--- config.mk ---
export PLATFORM = sky130hd
export DESIGN_NAME = tcw_ctrl
export DESIGN_NICKNAME = d
export VERILOG_FILES = /design/src/design/tcw_pkg.sv /design/src/design/tcw_ctrl.sv
export SDC_FILE = /design/constraint.sdc
export NUM_CORES = 1
export LEC_CHECK = 0
export ABC_AREA = 1
export BUFFER_PORTS_ARGS = -buffer_cell sky130_fd_sc_hd__buf_4
export CORE_AREA = 8 8 45 47
export DETAILED_ROUTE_END_ITERATION = 12
export DIE_AREA = 0 0 53 55
export PLACE_DENSITY = 0.5
export SLEW_MARGIN = 25
export SYNTH_ARGS = -nofsm -noshare
export SYNTH_HDL_FRONTEND = slang
export SYNTH_SLANG_ARGS = --single-unit
--- constraint.sdc ---
create_clock -name clk -period 1.5 [get_ports clk]
set_clock_uncertainty 0.15 [all_clocks]
set_input_delay 0.225 -clock clk [delete_from_list [all_inputs] [get_ports clk]]
set_output_delay 0.225 -clock clk [all_outputs]
set_load 0.02 [all_outputs]
--- src/design/tcw_pkg.sv ---
`timescale 1ns / 1ps
// ----------------------------------------------------------------------------
// tcw_pkg: shared types and constants of the text console writer
// Request and result payloads, controller commands and datapath status.
// ----------------------------------------------------------------------------
package tcw_pkg;

  // Cell words and attribute masks.
  localparam logic [15:0] RESET_CELL    = 16'h0700;
  localparam logic [15:0] KEEP_ON_WRITE = 16'h8F00;
  localparam logic [15:0] KEEP_ON_CLEAR = 16'hFF00;
  localparam logic [7:0]  SPACE_CODE    = 8'h20;

  // Character codes with a special meaning.
  localparam logic [7:0] CODE_NONE = 8'd0;
  localparam logic [7:0] CODE_BS   = 8'd8;
  localparam logic [7:0] CODE_TAB  = 8'd9;
  localparam logic [7:0] CODE_NL   = 8'd10;

  // Request function codes.
  localparam logic FUNC_PUT  = 1'b0;
  localparam logic FUNC_READ = 1'b1;

  typedef struct packed {
    logic        func;
    logic [7:0]  char_code;
    logic [10:0] read_address;
  } tcw_in_t;

  typedef struct packed {
    logic        cell_written;
    logic [10:0] cell_address;
    logic [15:0] cell_value;
    logic        screen_cleared;
    logic [6:0]  cursor_column;
    logic [4:0]  cursor_row;
  } tcw_out_t;

  // Commands from the controller to the datapath.
  typedef struct packed {
    logic init_wr;
    logic load;
    logic rd_user;
    logic emit_zero;
    logic wrap;
    logic clr_start;
    logic clr_rd;
    logic clr_wr;
    logic act;
    logic wr_cell;
    logic emit_read;
  } tcw_cmd_t;

  // Status from the datapath to the controller.
  typedef struct packed {
    logic is_read;
    logic code_zero;
    logic need_clear;
    logic act_writes;
    logic cnt_last;
  } tcw_status_t;

endpackage

--- src/design/tcw_ctrl.sv ---
`timescale 1ns / 1ps
// ----------------------------------------------------------------------------
// tcw_ctrl: sequencer of the text console writer
// Steps through start-up fill, request decode, screen clear and cell update.
// ----------------------------------------------------------------------------
module tcw_ctrl
  import tcw_pkg::*;
(
  input  logic        clk,
  input  logic        rst_n,
  input  logic        start,
  input  tcw_status_t st,
  output tcw_cmd_t    cmd,
  output logic        busy
);

  localparam logic [2:0] S_INIT   = 3'd0;
  localparam logic [2:0] S_IDLE   = 3'd1;
  localparam logic [2:0] S_EVAL   = 3'd2;
  localparam logic [2:0] S_CLR_RD = 3'd3;
  localparam logic [2:0] S_CLR_WR = 3'd4;
  localparam logic [2:0] S_ACT    = 3'd5;
  localparam logic [2:0] S_WR     = 3'd6;
  localparam logic [2:0] S_RDW    = 3'd7;

  logic [2:0] state_r;
  logic [2:0] state_nxt;

  // Next state and command decode.
  always_comb begin
    state_nxt = state_r;
    cmd       = '0;
    case (state_r)
      S_INIT: begin
        cmd.init_wr = 1'b1;
        if (st.cnt_last) state_nxt = S_IDLE;
      end
      S_IDLE: begin
        if (start) begin
          cmd.load  = 1'b1;
          state_nxt = S_EVAL;
        end
      end
      S_EVAL: begin
        if (st.is_read) begin
          cmd.rd_user = 1'b1;
          state_nxt   = S_RDW;
        end else if (st.code_zero) begin
          cmd.emit_zero = 1'b1;
          state_nxt     = S_IDLE;
        end else begin
          cmd.wrap = 1'b1;
          if (st.need_clear) begin
            cmd.clr_start = 1'b1;
            state_nxt     = S_CLR_RD;
          end else begin
            state_nxt = S_ACT;
          end
        end
      end
      S_CLR_RD: begin
        cmd.clr_rd = 1'b1;
        state_nxt  = S_CLR_WR;
      end
      S_CLR_WR: begin
        cmd.clr_wr = 1'b1;
        state_nxt  = st.cnt_last ? S_ACT : S_CLR_RD;
      end
      S_ACT: begin
        cmd.act   = 1'b1;
        state_nxt = st.act_writes ? S_WR : S_IDLE;
      end
      S_WR: begin
        cmd.wr_cell = 1'b1;
        state_nxt   = S_IDLE;
      end
      S_RDW: begin
        cmd.emit_read = 1'b1;
        state_nxt     = S_IDLE;
      end
      default: begin
        state_nxt = S_INIT;
      end
    endcase
  end

  // State register; reset starts the fill of the screen memory.
  always_ff @(posedge clk) begin
    if (!rst_n) state_r <= S_INIT;
    else        state_r <= state_nxt;
  end

  assign busy = (state_r != S_IDLE);

endmodule

---- After elaboration in Yosys (flattened, before gate mapping) ----
Cells that the tools add are included.
storage, ports and cells
  bits in registers ....................... 3
  bits in latches ......................... 0
  memory bits (writable) .................. 0
  ROM bits ................................ 0
  input port bits ......................... 8
  output and inout bits ................... 12
  logic and storage cells ................. 36
  memories ................................ 0
cells by class
  $add $sub $neg .......................... 0
  multipliers ............................. 0
  divide/modulo/power cells ............... 0
  order comparisons ....................... 0
  eq/ne operators ......................... 10
  shift operators ......................... 0
  mux-type cells .......................... 22
  bitwise logic cells ..................... 0
  reduce and logical (&&, ||, !) cells .... 3
operators with widths
  kind                                                                      count
  3-bit 2-to-1 mux                                                          8
  3-bit case mux with 7 select lines                                        1
  3-bit == test (second input constant)                                     4
  1-bit 2-to-1 mux                                                          11
  3-bit by 2-bit == test with 1-bit output (second input constant)          2
  4-bit 2-to-1 mux                                                          1
  2-bit inequality test (second input constant)                             2
  3-bit by 1-bit == test with 1-bit output (second input constant)          1
  3-bit zero test                                                           1
  3-bit by 1-bit inequality test with 1-bit output (second input constant)  1
  2-bit 2-to-1 mux                                                          1
  2-bit AND reduction                                                       1
  2-bit OR reduction                                                        1

---- Longest topological paths before layout ----
  word-level depth ........................ 4
  mapped depth ............................ 8
  depth with buffers taken out ............ 7

---- Least setup slack after synthesis ----
Ideal clock, no wire load.
  kind .................................... register -> output
  from .................................... register state_r[2]
  to ...................................... output port cmd[5] (netlist name)
  data arrival time ....................... 1.151 ns
  required time ........................... 1.125 ns
  setup slack ............................. -0.026 ns
  cell stages (with the launch flop) ...... 6
  buffers on the path ..................... 0
  cell sequence ........................... dfxtp_1 -> inv_2 -> nand2_1 -> nor2_2 -> inv_2 -> nor3_1
RTL lines
  item                    line            text
  from (decl)             tcw_ctrl.sv:26  logic [2:0] state_r;
  from (signal assigned)  tcw_ctrl.sv:90  else state_r <= state_nxt;
  to (decl)               tcw_ctrl.sv:13  output tcw_cmd_t cmd,

==> results.yml <==
setup_path:
  crit_chain: "inv_2, nand2_2, nor2_4, inv_2, nor3_2, buf_4"
  cp.required_ns: 1.12
  critPathKind: "reg2out"
  rr_startpoint: "state_r[1]"
  cpMostUsedCell: "inv_2"
  r2r_cells: 7
  crit_end: "cmd[5]"
  crit_path_top_delay_cell: "dfxtp_2"
  rr_endpoint: "state_r[1]"
  regToRegSetupSlack_ns: 0.30
  worst_ep_arrival_time_ns: 1.11
  worstSetupStartpoint: "state_r[2]"
  crit_fanout: 4
  startpoint_type: "register"
  cp_slowest_stage_delay_ns: 0.32
  cp-end-kind: "output pin"
run:
  drv_cap: 0
timing:
  fin_setup_tns_ns: 0
  max_freq_ghz: 0.672
  rsz0062_at_grt: "true"
  worstMarginPinSlew_ns: 0.165
  finalCritPeriodShare_pct: 99.2
  period_needed_ns: 1.49
  slew-limit-headroom_pct: 88.9
  hold_viol_final: 0
  drv_slew: 0
  fin_ws_ns: 0.0119
  holdWs_ns: 0.0945
  setup_viol: 0
clock_tree:
  cts.sinks: 3
  cts.reportedPaths.clkPinSlew_ns: 0.04
  h-tree-depth: 1
  cts_buffers: 3
  cts_root_buffer: "clkbuf_4"
  clk_latency_ns: 0.25
  hold_buffers: 0
  cts_tree: "done"
  clk_path_buf_depth: 2
floorplanning:
  dieArea_mm2: 0.00292
  die_h_um: 55
  std_cell_rows: 14
  core_mm2: 0.00138
  start_util_pct: 22.8
  die_width_um: 53
  ios: 20
synth:
  synth_nets: 65
  netlist_top_cells_area: "dfxtp_1, nand2_1, inv_1"
  syn_area_um2: 315
  netlist_instances: 57
  yosys.area.top_type_share_pct: 19.0
  synth_seq_cells: 3
  synth.distinct_cells: 16
  yosys.area.top_type: "dfxtp_1"
  seq_area_frac_synth_pct: 19.0
  ys_warn_count: 0
  synth.avg_cell_area_um2: 5.53
detailed_routing:
  routed_wl_um: 998
  vias: 432
  dr.pass1.iters: 4
  ant_nets: 0
  viasPerCell: 4.32
  drt_iter0_drc: 7
  wl_per_cell_um: 9.98
  drc_errors: 0
pwr:
  power_frac_comb_pct: 45.5
  p_seq_share_pct: 22.4
  p_switching_w: 0.000185
  leakagePower_nw: 0.315
  p_per_area_mw_per_mm2: 817
  ir_drop_mv: 0.267
  switching_share_pct: 39.2
  p_int_w: 0.000286
  pwr-share-clk_pct: 32.1
final_layout:
  syn_to_final_growth_pct: 82.9
  fin_area_um2: 577
  multiInputGateArea_um2: 228
  instances_no_fill: 100
  mostFrequentLayoutCell: "buf_4"
  fin_nets: 93
  fill_cells: 153
  drive_above_1_share_pct: 56.0
  reg_top3: "state_r (3)"
  final_cell_mix: "buf_4, nand2_1, inv_1"
  ff_latch_area_um2: 66.3
  antenna_cells: 0
  largest-register: "state_r"
  largest_register_ff_count: 3
global_route:
  grt_overflow: 0
  grt_pass1_wl_um: 1600
  antenna_found_initial: 0
  grt_pass1_vias: 395
  grt_usage_pct: 7.53
  grt_max_degree: 8
placement:
  dpl.cell_count: 94
  gp_congestion: 0.723
  dpl_cell_area_um2: 489
  hpwl_um: 799
  dp_slack_ns: 0.139
  port_buffers: 19
worst_hold_path:
  min_path_type: "in2reg"
status:
  outcome: "finished clean"
==> synth_stat cells <==
master / instances
o21bai_1: 1
inv_2: 3
o21ai_1: 1
buf_6: 1
a21oi_1: 1
nor3_1: 4
nand2_2: 1
o21ai_0: 2
nor2_2: 5
o21ai_2: 1
nand3_2: 1
dfxtp_1: 3
inv_1: 10
nor2_1: 6
nand2_1: 13
nand3_1: 4
==> power by group through the flow <==
stage / clock (W) / sequential [W] / combinational (W)
finish: 0.000151 / 0.000105 / 0.000215
global route: 0.000160 / 0.000107 / 0.000236
CTS: 0.000153 / 0.000105 / 0.000200
detailed placement: 0 / 0.000103 / 0.000188
global placement: 0 / 0.000104 / 0.000189
floorplan: 0 / 0.000101 / 0.000120
==> worst max-delay path, delay by kind of cell, from the launching register on <==
family,cells,cell delay (ns)
buffers and inverters,3,0.28
DFF,1,0.32
and+or+nand+nor,3,0.27
==> metal layers <==
metal  GRT usage, %  vias up  share of wire, %
met2           12.3       19                49
met3           2.67        4                10
li1               -      226                 -
met4           7.76        0               3.5
met5              0        -                 0
met1           7.11      183                37
==> how the worst min path moves through the flow <==
stage / from / end / slack (ns) / cells past startpoint
after floorplan: rst_n / state_r[1] / 0.22 / 2
after global placement: rst_n / state_r[1] / 0.34 / 3
after detailed placement: rst_n / state_r[1] / 0.34 / 3
after CTS: rst_n / state_r[1] / 0.1 / 3
after global routing: rst_n / state_r[1] / 0.11 / 3
final: rst_n / state_r[1] / 0.09 / 3
==> layout make-up <==
cell class,count,share of cell area [%]
clock buffers,4,4.56
inverters,13,8.46
multi-input cells,40,39.5
flip-flops and latches,3,11.5
well taps,16,3.47
repair buffers,24,32.5
==> timing repair <==
item | 4_1_cts | 5_1_grt
buffers inserted | 0 | 2
pin swaps | 1 | 2
gates resized for setup | 9 | 5
setup endpoints to repair | 5 | 7
hold endpoints to repair | 0 | 0
==> through the flow <==
stage	power, W	util, %
2_1_floorplan	0.000222	-
3_3_place_gp	0.000292	35.4
3_5_place_dp	0.000291	35.4
4_1_cts	0.000458	39.6
5_1_grt	0.000502	41.7
6_report	0.000471	41.7
==> cells by family after synthesis <==
kind of cell           count (synthesis)  synth area share [%]
AO/OA/AOI/OAI                          6                  11.5
flip-flops                             3                  19.0
buffers and inverters                 14                  19.0
AND/OR/NAND/NOR                       34                  50.4
Power figures use the tool's default switching activity.
